==> src/rtl/core/assert_macros.svh <==
// Assertion macros shared by the RTL files that check their own behavior.
// Needs a clock named clk and an active-high reset named rst in scope.
`ifndef ASSERT_MACROS_SVH
`define ASSERT_MACROS_SVH
`ifndef SYNTH
`define ASSERT_IMP(lbl, ante, cons) \
  lbl: assert property (@(posedge clk) disable iff (rst) (ante) |-> (cons)) \
    else $error("implication check failed");
`define ASSERT_NEXT(lbl, ante, cons) \
  lbl: assert property (@(posedge clk) disable iff (rst) (ante) |=> (cons)) \
    else $error("next-cycle check failed");
`else
`define ASSERT_IMP(lbl, ante, cons)
`define ASSERT_NEXT(lbl, ante, cons)
`endif
`endif

==> src/rtl/core/dsid_pkg.sv <==
// Types, constants and helper functions for the identifier derivation block.
// No dependencies; the top level, dsid_round, dsid_sha_core and dsid_apb_regs import it.
package dsid_pkg;

  typedef logic [31:0] word_t;

  typedef struct packed {
    word_t a;
    word_t b;
    word_t c;
    word_t d;
    word_t e;
    word_t f;
    word_t g;
    word_t h;
  } work_t;

  typedef enum logic [1:0] {CORE_IDLE, CORE_RUN, CORE_ADD} core_state_t;

  typedef enum logic [2:0] {
    CTL_IDLE, CTL_START0, CTL_WAIT0, CTL_START1, CTL_WAIT1, CTL_DONE
  } ctl_state_t;

  typedef struct packed {
    logic start;
    logic use_iv;
  } core_ctl_t;

  typedef struct packed {
    logic busy;
    logic done;
  } core_stat_t;

  typedef struct packed {
    logic [1023:0] data;
    logic          two;
  } msg_t;

  localparam logic [2:0] OP_REPLICA_SID = 3'd0;
  localparam logic [2:0] OP_SUB_SID     = 3'd1;
  localparam logic [2:0] OP_LIFT_MSGID  = 3'd2;
  localparam logic [2:0] OP_MSGID       = 3'd3;
  localparam logic [2:0] OP_OP_ID       = 3'd4;
  localparam logic [2:0] OP_FSS_ID      = 3'd5;

  localparam logic [1:0] REG_BASE0 = 2'd0;
  localparam logic [1:0] REG_BASE1 = 2'd1;
  localparam logic [1:0] REG_BASE2 = 2'd2;
  localparam logic [1:0] REG_BASE3 = 2'd3;

  localparam logic [7:0]  STAGE_MAX    = 8'hFF;
  localparam logic [5:0]  LAST_ROUND   = 6'd63;
  localparam logic [31:0] PREFIX_UPPER = 32'h55564343;
  localparam logic [31:0] PREFIX_LOWER = 32'h75766363;

  localparam word_t ROUND_K [64] = '{
    32'h428a2f98, 32'h71374491, 32'hb5c0fbcf, 32'he9b5dba5,
    32'h3956c25b, 32'h59f111f1, 32'h923f82a4, 32'hab1c5ed5,
    32'hd807aa98, 32'h12835b01, 32'h243185be, 32'h550c7dc3,
    32'h72be5d74, 32'h80deb1fe, 32'h9bdc06a7, 32'hc19bf174,
    32'he49b69c1, 32'hefbe4786, 32'h0fc19dc6, 32'h240ca1cc,
    32'h2de92c6f, 32'h4a7484aa, 32'h5cb0a9dc, 32'h76f988da,
    32'h983e5152, 32'ha831c66d, 32'hb00327c8, 32'hbf597fc7,
    32'hc6e00bf3, 32'hd5a79147, 32'h06ca6351, 32'h14292967,
    32'h27b70a85, 32'h2e1b2138, 32'h4d2c6dfc, 32'h53380d13,
    32'h650a7354, 32'h766a0abb, 32'h81c2c92e, 32'h92722c85,
    32'ha2bfe8a1, 32'ha81a664b, 32'hc24b8b70, 32'hc76c51a3,
    32'hd192e819, 32'hd6990624, 32'hf40e3585, 32'h106aa070,
    32'h19a4c116, 32'h1e376c08, 32'h2748774c, 32'h34b0bcb5,
    32'h391c0cb3, 32'h4ed8aa4a, 32'h5b9cca4f, 32'h682e6ff3,
    32'h748f82ee, 32'h78a5636f, 32'h84c87814, 32'h8cc70208,
    32'h90befffa, 32'ha4506ceb, 32'hbef9a3f7, 32'hc67178f2
  };

  localparam work_t INIT_H = {
    32'h6a09e667, 32'hbb67ae85, 32'h3c6ef372, 32'ha54ff53a,
    32'h510e527f, 32'h9b05688c, 32'h1f83d9ab, 32'h5be0cd19
  };

  function automatic word_t big_sigma0(input word_t x);
    return {x[1:0], x[31:2]} ^ {x[12:0], x[31:13]} ^ {x[21:0], x[31:22]};
  endfunction

  function automatic word_t big_sigma1(input word_t x);
    return {x[5:0], x[31:6]} ^ {x[10:0], x[31:11]} ^ {x[24:0], x[31:25]};
  endfunction

  function automatic word_t small_sigma0(input word_t x);
    return {x[6:0], x[31:7]} ^ {x[17:0], x[31:18]} ^ {3'b000, x[31:3]};
  endfunction

  function automatic word_t small_sigma1(input word_t x);
    return {x[16:0], x[31:17]} ^ {x[18:0], x[31:19]} ^ {10'd0, x[31:10]};
  endfunction

  function automatic logic [15:0] bswap16(input logic [15:0] x);
    return {x[7:0], x[15:8]};
  endfunction

  function automatic logic [31:0] bswap32(input logic [31:0] x);
    return {x[7:0], x[15:8], x[23:16], x[31:24]};
  endfunction

  function automatic logic [63:0] bswap64(input logic [63:0] x);
    logic [63:0] r;
    for (int i = 0; i < 8; i++) begin
      r[63 - 8*i -: 8] = x[8*i +: 8];
    end
    return r;
  endfunction

  // Builds the padded message, first byte in the top bits. Two-block
  // messages carry their bit length at the very end, one-block messages
  // at the end of the upper half.
  function automatic msg_t build_msg(
    input logic [2:0]        op,
    input logic [3:0][63:0]  base,
    input logic [63:0]       wide,
    input logic [31:0]       wa,
    input logic [31:0]       wb,
    input logic [31:0]       wc,
    input logic [7:0]        ba,
    input logic [7:0]        bb,
    input logic [7:0]        bc,
    input logic [7:0]        bd,
    input logic [15:0]       ha,
    input logic [15:0]       hb,
    input logic [15:0]       hc
  );
    msg_t         m;
    logic [255:0] base_le;
    base_le = {bswap64(base[0]), bswap64(base[1]), bswap64(base[2]), bswap64(base[3])};
    m = '0;
    case (op)
      OP_REPLICA_SID: begin
        m.data[1023 -: 448] = {PREFIX_UPPER, "_SID_REPLICA_V1", base_le, bswap32(wa), 8'h80};
        m.data[575:512] = 64'd440;
      end
      OP_SUB_SID: begin
        m.data[1023 -: 408] = {PREFIX_UPPER, "_SID_SUB_V1", base_le, ha[7:0],
                               bswap16(hb), 8'h80};
        m.data[575:512] = 64'd400;
      end
      OP_LIFT_MSGID: begin
        m.data[1023 -: 528] = {PREFIX_UPPER, "_MSGID_LIFTBATCH_V1", base_le, bswap32(wa),
                               ba, bb, bswap16(ha), bswap16(hb), 8'h80};
        m.data[63:0] = 64'd520;
        m.two = 1'b1;
      end
      OP_MSGID: begin
        m.data[1023 -: 560] = {PREFIX_LOWER, ".msgid.v1", base_le, bswap64(wide),
                               ba, bb, bc, bd, bswap32(wa), bswap32(wb), bswap32(wc),
                               8'h80};
        m.data[63:0] = 64'd552;
        m.two = 1'b1;
      end
      OP_OP_ID: begin
        m.data[1023 -: 432] = {PREFIX_UPPER, "_OPID_V1", base_le, bswap32(wa), ba,
                               bswap16(ha), bswap16(hb), 8'h80};
        m.data[575:512] = 64'd424;
      end
      OP_FSS_ID: begin
        m.data[1023 -: 480] = {PREFIX_UPPER, "_FSSID_V1", base_le, bswap32(wa),
                               bswap16(ha), bswap16(hb), bswap16(hc), bswap32(wb), 8'h80};
        m.data[63:0] = 64'd472;
        m.two = 1'b1;
      end
      default: begin
        m = '0;
      end
    endcase
    return m;
  endfunction

endpackage

==> src/rtl/core/dsid_if.sv <==
// Valid/ready channel interfaces for request and digest beats.
// Stand-alone; no package needed.
interface dsid_in_if;
  logic        valid;
  logic        ready;
  logic [2:0]  opcode;
  logic [63:0] wide_word;
  logic [31:0] word_a;
  logic [31:0] word_b;
  logic [31:0] word_c;
  logic [7:0]  byte_a;
  logic [7:0]  byte_b;
  logic [7:0]  byte_c;
  logic [7:0]  byte_d;
  logic [15:0] half_a;
  logic [15:0] half_b;
  logic [15:0] half_c;

  modport source (output valid, opcode, wide_word, word_a, word_b, word_c, byte_a,
                  byte_b, byte_c, byte_d, half_a, half_b, half_c, input ready);
  modport sink (input valid, opcode, wide_word, word_a, word_b, word_c, byte_a,
                byte_b, byte_c, byte_d, half_a, half_b, half_c, output ready);
endinterface

interface dsid_out_if;
  logic        valid;
  logic        ready;
  logic [63:0] digest_word0;
  logic [63:0] digest_word1;
  logic [63:0] digest_word2;
  logic [63:0] digest_word3;
  logic        stage_error;

  modport source (output valid, digest_word0, digest_word1, digest_word2, digest_word3,
                  stage_error, input ready);
  modport sink (input valid, digest_word0, digest_word1, digest_word2, digest_word3,
                stage_error, output ready);
endinterface

==> src/rtl/core/sha256_domain_separated_id_derive_top.sv <==
// Top level of the domain-separated identifier derivation block.
// Depends on dsid_pkg, dsid_if, dsid_apb_regs, dsid_sha_core and assert_macros.svh.
//
// Usage: a request beat on req carries an opcode and its fields. The block
// builds the tagged preimage (domain tag, 32-byte base identifier from the
// APB registers, fields in little-endian order), pads it, and runs SHA-256
// over one or two 64-byte blocks. One digest beat per request leaves on rsp,
// as four little-endian 64-bit words plus the stage_error flag.
// Each block goes through a load step, 64 rounds and a chaining add. The
// sequencer returns to idle on the edge that raises rsp.valid, so the next
// request can be accepted while the digest is still held on rsp.
// A sub identifier with a stage above 255, or an unused opcode, skips the
// hash and goes straight from idle to the done state with an all-zero digest.
// One request is in flight at a time; req.ready is high only while idle.
// The digest sits in an output register; if the receiver stalls, the block
// finishes the next request and holds it until the register frees up.
// Reset (rst, synchronous) clears the sequencer, the output valid and the
// base identifier registers. Base identifier writes belong in idle periods.
`include "assert_macros.svh"
module sha256_domain_separated_id_derive_top
  import dsid_pkg::*;
(
  input  logic        clk,
  input  logic        rst,
  dsid_in_if.sink     req,
  dsid_out_if.source  rsp,
  input  logic        psel,
  input  logic        penable,
  input  logic        pwrite,
  input  logic [4:0]  paddr,
  input  logic [63:0] pwdata,
  output logic [63:0] prdata,
  output logic        pready
);
  ctl_state_t       state;
  ctl_state_t       state_next;
  logic [3:0][63:0] base_id;
  msg_t             msg_in;
  logic [1023:0]    msg;
  logic             two;
  logic             zero;
  logic             err;
  logic             err_in;
  logic             zero_in;
  logic             accept;
  logic             out_free;
  core_ctl_t        core_ctl;
  core_stat_t       core_stat;
  logic [511:0]     block;
  logic [255:0]     hash;

  dsid_apb_regs u_regs (
    .clk    (clk),
    .rst    (rst),
    .psel   (psel),
    .penable(penable),
    .pwrite (pwrite),
    .paddr  (paddr),
    .pwdata (pwdata),
    .prdata (prdata),
    .pready (pready),
    .base_id(base_id)
  );

  dsid_sha_core u_core (
    .clk  (clk),
    .rst  (rst),
    .ctl  (core_ctl),
    .block(block),
    .stat (core_stat),
    .hash (hash)
  );

  // The padded message is fixed at accept; the second block follows the first.
  assign msg_in = build_msg(req.opcode, base_id, req.wide_word, req.word_a, req.word_b,
                            req.word_c, req.byte_a, req.byte_b, req.byte_c, req.byte_d,
                            req.half_a, req.half_b, req.half_c);
  assign err_in  = (req.opcode == OP_SUB_SID) && (req.half_a > {8'd0, STAGE_MAX});
  assign zero_in = err_in || (req.opcode > OP_FSS_ID);
  assign accept  = req.valid && req.ready;
  assign out_free = !rsp.valid || rsp.ready;
  assign block   = (state == CTL_START1) ? msg[511:0] : msg[1023:512];

  always_comb begin
    state_next = state;
    case (state)
      CTL_IDLE:   if (accept) state_next = zero_in ? CTL_DONE : CTL_START0;
      CTL_START0: state_next = CTL_WAIT0;
      CTL_WAIT0:  if (core_stat.done) state_next = two ? CTL_START1 : CTL_DONE;
      CTL_START1: state_next = CTL_WAIT1;
      CTL_WAIT1:  if (core_stat.done) state_next = CTL_DONE;
      CTL_DONE:   if (out_free) state_next = CTL_IDLE;
      default:    state_next = CTL_IDLE;
    endcase
  end

  always_comb begin
    req.ready       = 1'b0;
    core_ctl.start  = 1'b0;
    core_ctl.use_iv = 1'b0;
    case (state)
      CTL_IDLE:   req.ready = 1'b1;
      CTL_START0: begin
        core_ctl.start  = 1'b1;
        core_ctl.use_iv = 1'b1;
      end
      CTL_START1: core_ctl.start = 1'b1;
      default:    req.ready = 1'b0;
    endcase
  end

  always_ff @(posedge clk) begin
    if (rst) begin
      state     <= CTL_IDLE;
      rsp.valid <= 1'b0;
    end else begin
      state <= state_next;
      if (state == CTL_DONE && out_free) rsp.valid <= 1'b1;
      else if (rsp.ready) rsp.valid <= 1'b0;
    end
  end

  always_ff @(posedge clk) begin
    if (accept) begin
      msg  <= msg_in.data;
      two  <= msg_in.two;
      zero <= zero_in;
      err  <= err_in;
    end
    if (state == CTL_DONE && out_free) begin
      rsp.digest_word0 <= zero ? 64'd0 : bswap64(hash[255:192]);
      rsp.digest_word1 <= zero ? 64'd0 : bswap64(hash[191:128]);
      rsp.digest_word2 <= zero ? 64'd0 : bswap64(hash[127:64]);
      rsp.digest_word3 <= zero ? 64'd0 : bswap64(hash[63:0]);
      rsp.stage_error  <= err;
    end
  end

  // An accepted request must drop ready until its digest is handed off.
  `ASSERT_NEXT(a_busy_after_accept, accept, !req.ready)
  // The compressor reports completion only while the sequencer waits for it.
  `ASSERT_IMP(a_done_in_wait, core_stat.done, (state == CTL_WAIT0) || (state == CTL_WAIT1))
  // A new block is never started on a busy compressor.
  `ASSERT_IMP(a_start_when_idle, core_ctl.start, !core_stat.busy)
  // A stage error always comes with an all-zero digest; words 0 and 3 are checked.
  `ASSERT_IMP(a_error_zero, rsp.valid && rsp.stage_error,
              (rsp.digest_word0 == 64'd0) && (rsp.digest_word3 == 64'd0))
endmodule

==> src/rtl/core/dsid_round.sv <==
// One SHA-256 compression round on the eight working variables.
// Depends on dsid_pkg for the sigma functions and the work_t type.
module dsid_round
  import dsid_pkg::*;
(
  input  work_t work_in,
  input  word_t k,
  input  word_t w,
  output work_t work_out
);
  word_t t1;
  word_t t2;

  always_comb begin
    t1 = work_in.h + big_sigma1(work_in.e) +
         ((work_in.e & work_in.f) ^ (~work_in.e & work_in.g)) + k + w;
    t2 = big_sigma0(work_in.a) +
         ((work_in.a & work_in.b) ^ (work_in.a & work_in.c) ^ (work_in.b & work_in.c));
    work_out.a = t1 + t2;
    work_out.b = work_in.a;
    work_out.c = work_in.b;
    work_out.d = work_in.c;
    work_out.e = work_in.d + t1;
    work_out.f = work_in.e;
    work_out.g = work_in.f;
    work_out.h = work_in.g;
  end
endmodule

==> src/rtl/core/dsid_sha_core.sv <==
// Iterative SHA-256 block compressor: one round per cycle, 16-word schedule window.
// Depends on dsid_pkg and dsid_round.
module dsid_sha_core
  import dsid_pkg::*;
(
  input  logic         clk,
  input  logic         rst,
  input  core_ctl_t    ctl,
  input  logic [511:0] block,
  output core_stat_t   stat,
  output logic [255:0] hash
);
  core_state_t state;
  core_state_t state_next;
  work_t       work;
  work_t       work_rnd;
  work_t       chain;
  work_t       seed;
  word_t       win [16];
  word_t       w_new;
  logic [5:0]  rnd;

  dsid_round u_round (
    .work_in (work),
    .k       (ROUND_K[rnd]),
    .w       (win[0]),
    .work_out(work_rnd)
  );

  assign seed  = ctl.use_iv ? INIT_H : chain;
  assign w_new = small_sigma1(win[14]) + win[9] + small_sigma0(win[1]) + win[0];
  assign hash  = chain;

  always_comb begin
    state_next = state;
    case (state)
      CORE_IDLE: if (ctl.start) state_next = CORE_RUN;
      CORE_RUN:  if (rnd == LAST_ROUND) state_next = CORE_ADD;
      CORE_ADD:  state_next = CORE_IDLE;
      default:   state_next = CORE_IDLE;
    endcase
  end

  always_comb begin
    stat.busy = 1'b0;
    stat.done = 1'b0;
    case (state)
      CORE_IDLE: stat.busy = 1'b0;
      CORE_RUN:  stat.busy = 1'b1;
      CORE_ADD: begin
        stat.busy = 1'b1;
        stat.done = 1'b1;
      end
      default:   stat.busy = 1'b0;
    endcase
  end

  always_ff @(posedge clk) begin
    if (rst) begin
      state <= CORE_IDLE;
      rnd   <= '0;
    end else begin
      state <= state_next;
      if (state == CORE_RUN) rnd <= rnd + 6'd1;
      else rnd <= '0;
    end
  end

  always_ff @(posedge clk) begin
    if (state == CORE_IDLE && ctl.start) begin
      chain <= seed;
      work  <= seed;
      for (int i = 0; i < 16; i++) begin
        win[i] <= block[511 - 32*i -: 32];
      end
    end else if (state == CORE_RUN) begin
      work <= work_rnd;
      for (int i = 0; i < 15; i++) begin
        win[i] <= win[i + 1];
      end
      win[15] <= w_new;
    end else if (state == CORE_ADD) begin
      chain.a <= chain.a + work.a;
      chain.b <= chain.b + work.b;
      chain.c <= chain.c + work.c;
      chain.d <= chain.d + work.d;
      chain.e <= chain.e + work.e;
      chain.f <= chain.f + work.f;
      chain.g <= chain.g + work.g;
      chain.h <= chain.h + work.h;
    end
  end
endmodule

==> src/rtl/core/dsid_apb_regs.sv <==
// APB register file holding the 32-byte base identifier as four 64-bit words.
// Depends on dsid_pkg for the register index names.
module dsid_apb_regs
  import dsid_pkg::*;
(
  input  logic             clk,
  input  logic             rst,
  input  logic             psel,
  input  logic             penable,
  input  logic             pwrite,
  input  logic [4:0]       paddr,
  input  logic [63:0]      pwdata,
  output logic [63:0]      prdata,
  output logic             pready,
  output logic [3:0][63:0] base_id
);
  logic [1:0] idx;

  assign idx    = paddr[4:3];
  assign pready = 1'b1;

  always_comb begin
    case (idx)
      REG_BASE0: prdata = base_id[0];
      REG_BASE1: prdata = base_id[1];
      REG_BASE2: prdata = base_id[2];
      REG_BASE3: prdata = base_id[3];
      default:   prdata = '0;
    endcase
  end

  always_ff @(posedge clk) begin
    if (rst) begin
      base_id <= '0;
    end else if (psel && penable && pwrite && pready) begin
      base_id[idx] <= pwdata;
    end
  end
endmodule
==> src/flat_wrapper.sv <==
// flat-port wrapper written by rule: the top's interface ports become plain ports
module sha256_domain_separated_id_derive_top_flat import dsid_pkg::*;
  (clk, rst, psel, penable, pwrite, paddr, pwdata, prdata, pready, req_valid, req_opcode, req_wide_word, req_word_a, req_word_b, req_word_c, req_byte_a, req_byte_b, req_byte_c, req_byte_d, req_half_a, req_half_b, req_half_c, req_ready, rsp_valid, rsp_digest_word0, rsp_digest_word1, rsp_digest_word2, rsp_digest_word3, rsp_stage_error, rsp_ready);
  dsid_in_if req_i ();
  dsid_out_if rsp_i ();
  input  logic clk;
  input  logic rst;
  input  logic psel;
  input  logic penable;
  input  logic pwrite;
  input  logic [4:0] paddr;
  input  logic [63:0] pwdata;
  output logic [63:0] prdata;
  output logic pready;
  input wire logic [$bits(req_i.valid)-1:0] req_valid;
  input wire logic [$bits(req_i.opcode)-1:0] req_opcode;
  input wire logic [$bits(req_i.wide_word)-1:0] req_wide_word;
  input wire logic [$bits(req_i.word_a)-1:0] req_word_a;
  input wire logic [$bits(req_i.word_b)-1:0] req_word_b;
  input wire logic [$bits(req_i.word_c)-1:0] req_word_c;
  input wire logic [$bits(req_i.byte_a)-1:0] req_byte_a;
  input wire logic [$bits(req_i.byte_b)-1:0] req_byte_b;
  input wire logic [$bits(req_i.byte_c)-1:0] req_byte_c;
  input wire logic [$bits(req_i.byte_d)-1:0] req_byte_d;
  input wire logic [$bits(req_i.half_a)-1:0] req_half_a;
  input wire logic [$bits(req_i.half_b)-1:0] req_half_b;
  input wire logic [$bits(req_i.half_c)-1:0] req_half_c;
  output wire logic [$bits(req_i.ready)-1:0] req_ready;
  output wire logic [$bits(rsp_i.valid)-1:0] rsp_valid;
  output wire logic [$bits(rsp_i.digest_word0)-1:0] rsp_digest_word0;
  output wire logic [$bits(rsp_i.digest_word1)-1:0] rsp_digest_word1;
  output wire logic [$bits(rsp_i.digest_word2)-1:0] rsp_digest_word2;
  output wire logic [$bits(rsp_i.digest_word3)-1:0] rsp_digest_word3;
  output wire logic [$bits(rsp_i.stage_error)-1:0] rsp_stage_error;
  input wire logic [$bits(rsp_i.ready)-1:0] rsp_ready;
  assign req_i.valid = req_valid;
  assign req_i.opcode = req_opcode;
  assign req_i.wide_word = req_wide_word;
  assign req_i.word_a = req_word_a;
  assign req_i.word_b = req_word_b;
  assign req_i.word_c = req_word_c;
  assign req_i.byte_a = req_byte_a;
  assign req_i.byte_b = req_byte_b;
  assign req_i.byte_c = req_byte_c;
  assign req_i.byte_d = req_byte_d;
  assign req_i.half_a = req_half_a;
  assign req_i.half_b = req_half_b;
  assign req_i.half_c = req_half_c;
  assign req_ready = req_i.ready;
  assign rsp_valid = rsp_i.valid;
  assign rsp_digest_word0 = rsp_i.digest_word0;
  assign rsp_digest_word1 = rsp_i.digest_word1;
  assign rsp_digest_word2 = rsp_i.digest_word2;
  assign rsp_digest_word3 = rsp_i.digest_word3;
  assign rsp_stage_error = rsp_i.stage_error;
  assign rsp_i.ready = rsp_ready;
  sha256_domain_separated_id_derive_top u_core (.clk(clk), .rst(rst), .req(req_i), .rsp(rsp_i), .psel(psel), .penable(penable), .pwrite(pwrite), .paddr(paddr), .pwdata(pwdata), .prdata(prdata), .pready(pready));
endmodule
==> config.mk <==
export PLATFORM = sky130hd
export DESIGN_NAME = sha256_domain_separated_id_derive_top_flat
export DESIGN_NICKNAME = d
export VERILOG_FILES = /design/src/rtl/core/dsid_pkg.sv /design/src/rtl/core/dsid_if.sv /design/src/rtl/core/sha256_domain_separated_id_derive_top.sv /design/src/rtl/core/dsid_round.sv /design/src/rtl/core/dsid_sha_core.sv /design/src/rtl/core/dsid_apb_regs.sv /design/src/flat_wrapper.sv
export VERILOG_INCLUDE_DIRS = /design/src /design/src/rtl/core
export SDC_FILE = /design/constraint.sdc
export NUM_CORES = 2
export LEC_CHECK = 0
export BUFFER_PORTS_ARGS = -buffer_cell sky130_fd_sc_hd__buf_4
export CAP_MARGIN = 5
export CORE_AREA = 2 2 491 493
export CTS_CLUSTER_SIZE = 20
export DETAILED_ROUTE_END_ITERATION = 6
export DIE_AREA = 0 0 493 495
export GPL_TIMING_DRIVEN = 0
export MAX_ROUTING_LAYER = met4
export PLACE_DENSITY = 0.66
export SLEW_MARGIN = 20
export SYNTH_ARGS = -nofsm -noshare
export SYNTH_HDL_FRONTEND = slang
export SYNTH_SLANG_ARGS = --single-unit
==> constraint.sdc <==
create_clock -name clk -period 28.2 [get_ports clk]
set_input_delay 5.64 -clock clk [delete_from_list [all_inputs] [get_ports clk]]
set_output_delay 5.64 -clock clk [all_outputs]
set_load 0.02 [all_outputs]
==> metrics.md <==
| Metric | Value |
|---|---|
| GPL Wtd Cong | 1.18 |
| Rows | 180 |
| Top cells by area, synth | edfxtp_1, nand2_1, o21ai_0, dfxtp_1, a21oi_1 |
| Fill cell total of the finished layout | 20700 |
| Initial antenna violation count | 104 |
| Type of the most critical hold path | reg2reg |
| Vias per inst | 6.68 |
| Critical Path End Type | primary output |
| Final #Nets | 13400 |
| Syn Inst Count | 11600 |
| DP Area | 127000 um2 |
| Max-cap violations | 0 |
| Core box area | 239000 um2 |
| Failing checks | design-rule violations |
| Port Buf Inserts | 633 |
| Max-slew headroom | 5.46% |
| # resized after CTS | 0 |
| Synth top cells by count | nand2_1, edfxtp_1, o21ai_0 |
| Sequential-to-total area share from yosys stat | 50.1% |
| Critical path fanouts, max | 10 |
| Clock sink total | 2033 |
| Congestion Overflow GR | 0 |
| Placed Instances | 15500 |
| Post-synth EDFFs | 1765 |
| Max Slew Vio Count | 0 |
| Max Clock Skew | 0.0765 ns |
| Vias in the first global route | 99300 |
| Setup bufs post-CTS | 0 |
| Antenna Nets Post-Route | 0 |
| Die area | 244000 um2 |
| Data arrival, critical path | 8.35 ns |
| Final instance area | 134000 um2 |
| CTS Buf Count | 213 |
| Post-synth top flop | edfxtp_1 |
| CTS Buffer Depth | 3 |
| Flops & latches, synth | 2033 |
| Post-route insts no fill | 16000 |
| Final hold violations | 0 |
| R2R Setup Slk | 16.70 ns |
| Overall fraction of global-route tracks in use | 50.5% |
| Setup WS pre-CTS | 14.25 ns |
| Final hold slack | 0.421 ns |
| CTS tree | done |
| I/O pin count | 643 |
| Ys async rst share | 0% |
| Status | complete, but fails checks |
| Ys Warns | 0 |
| Clk slew on worst S/H paths | 0.06 ns |
| Final WL | 612000 um |
| WL per Instance | 38.2 um |
| First-pass GRT wire length | 818000 um |
| Die H | 495 um |
| Layout cells sized above 1 | 9.83% |
| Worst Tran Pin Value | 1.42 ns |
| Die width | 493 um |
| DR iter-0 viols | 17900 |
| Root Buffer | clkbuf_16 |
| Area Growth Syn to Fin | 15.5% |
| Fmax | 0.0715 GHz |
| # hold bufs at CTS | 0 |
| Largest net degree at the start of global routing | 61 |
| WS Path Type | in2out |
| Initial Util | 48.7% |
| Worst Slack Setup Final | 14.21 ns |
| Worst Path Required | 22.56 ns |
| Final worst-path cycle share | 49.6% |
| Hpwl dp | 480000 um |
| Netlist Area Pre-Place | 116000 um2 |
| Post-Syn Area per Cell | 10.0 um2 |
| Unrepaired setup endpoints after global routing | false |
| Post-synthesis cell type count | 86 |
| Most common cell in the netlist | nand2_1 |
| 1st-pass router iterations | 7 |
| # H-tree levels | 4 |
| Tmin final | 13.99 ns |
| Endpoints failing setup | 0 |
| Synth area leader | edfxtp_1 |
| Crit start category | primary input |
| Net Count, Synth | 12500 |
| Vias | 107000 |
| Top-area cell type share of the netlist area | 45.5% |
| Latest clock arrival within the worst-skew pair | 0.94 ns |
| DR DRC count | 82 |
==> final timing paths <==
check / startpoint / to / cells past startpoint
worst max-delay path: paddr[3] / prdata[43] / 5
worst min-delay path: u_core.err / u_core.rsp.stage_error / 0
worst max register to register: u_core.u_core.rnd[1] / u_core.u_core.work[255] / 32
worst min register to register: u_core.err / u_core.rsp.stage_error / 0
==> area by class of cell <==
| type | count | area [um2] | area share (%) |
|---|---|---|---|
| tap | 3185 | 3990 | 2.96 |
| clock inverter | 131 | 1650 | 1.23 |
| multi-input combinational | 8464 | 54000 | 40.1 |
| clock buffer | 264 | 5690 | 4.23 |
| timing repair buffer | 695 | 6190 | 4.60 |
| antenna | 105 | 263 | 0.195 |
| buffer | 745 | 2880 | 2.14 |
| inverter | 393 | 1480 | 1.10 |
| sequential | 2033 | 58400 | 43.4 |
==> critical path: stages <==
cell,delay (ns)
clkbuf_1,0.42
buf_1,0.65
buf_1,0.69
mux4_2,0.73
buf_4,0.21
==> registers in the layout, indices dropped and copies added, names as in the netlist <==
signal,count
u_core.u_core.hash,256
u_core.rsp.digest_word3,64
u_core.u_core.rnd,6
u_core.u_core.work,256
u_core.rsp.digest_word0,64
u_core.rsp.valid,1
u_core.rsp.digest_word2,64
u_core.u_core.state,2
u_core.rsp.stage_error,1
u_core.err,1
u_core.msg,482
u_core.state,3
u_core.zero,1
u_core.u_core.win,512
u_core.u_regs.base_id,256
u_core.rsp.digest_word1,64
==> cells by family (layout without fill, tap and decap cells) <==
family / count (synthesis) / in the layout / share of synthesized area, %
simple gates: 3497 / 3497 / 12.8
mux: 391 / 391 / 4.26
other cells: 1 / 106 / 0.00322
flops: 2033 / 2033 / 50.1
compound gates: 3404 / 3404 / 17.2
xor+xnor: 569 / 569 / 4.30
fa+ha+maj: 602 / 602 / 7.69
buf+inv: 1138 / 2228 / 3.67
==> routing by layer <==
metal	up-vias	GRT usage, %	part of all wire [%]
met4	0	47.3	12
met1	51300	56.9	34
met3	2768	15.1	13
met2	9198	71.5	42
met5	-	-	0
li1	43700	-	-
==> per-stage QoR <==
| stage | setup TNS [ns] | utilization, % |
|---|---|---|
| after detailed placement | 0 | 53.0 |
| after CTS | 0 | 56.1 |
| final | 0 | 56.2 |
| after global placement | -4024.22 | 52.3 |
| after floorplan | 0 | - |
| after global routing | 0 | 56.2 |
==> cells in the final DEF, fill, tap and decap left out, drive strengths merged, types with 21 or more instances in the layout <==
master     n
fa       195
mux2i    305
diode    105
or3       23
ha       390
o211ai    42
clkbuf   917
xnor2    377
and2      28
bufinv    26
edfxtp  1765
o21bai    38
and3      71
xor2     190
mux4      83
a21o     195
inv      401
o22ai     30
buf      787
a211oi    52
a211o     21
nor2     567
nor3      62
a31oi     62
a22o      43
a22oi    292
o21ai   1345
o21a      47
a21boi    23
a21oi   1003
nand2b    65
a221o     42
dfxtp    268
nand2   2141
o31ai     36
nand3    136
clkinv    83
nor2b    322
Power is left out: the tool's default activity adds up to more than one toggle a clock period on the data nets, which glitch-free logic cannot reach.
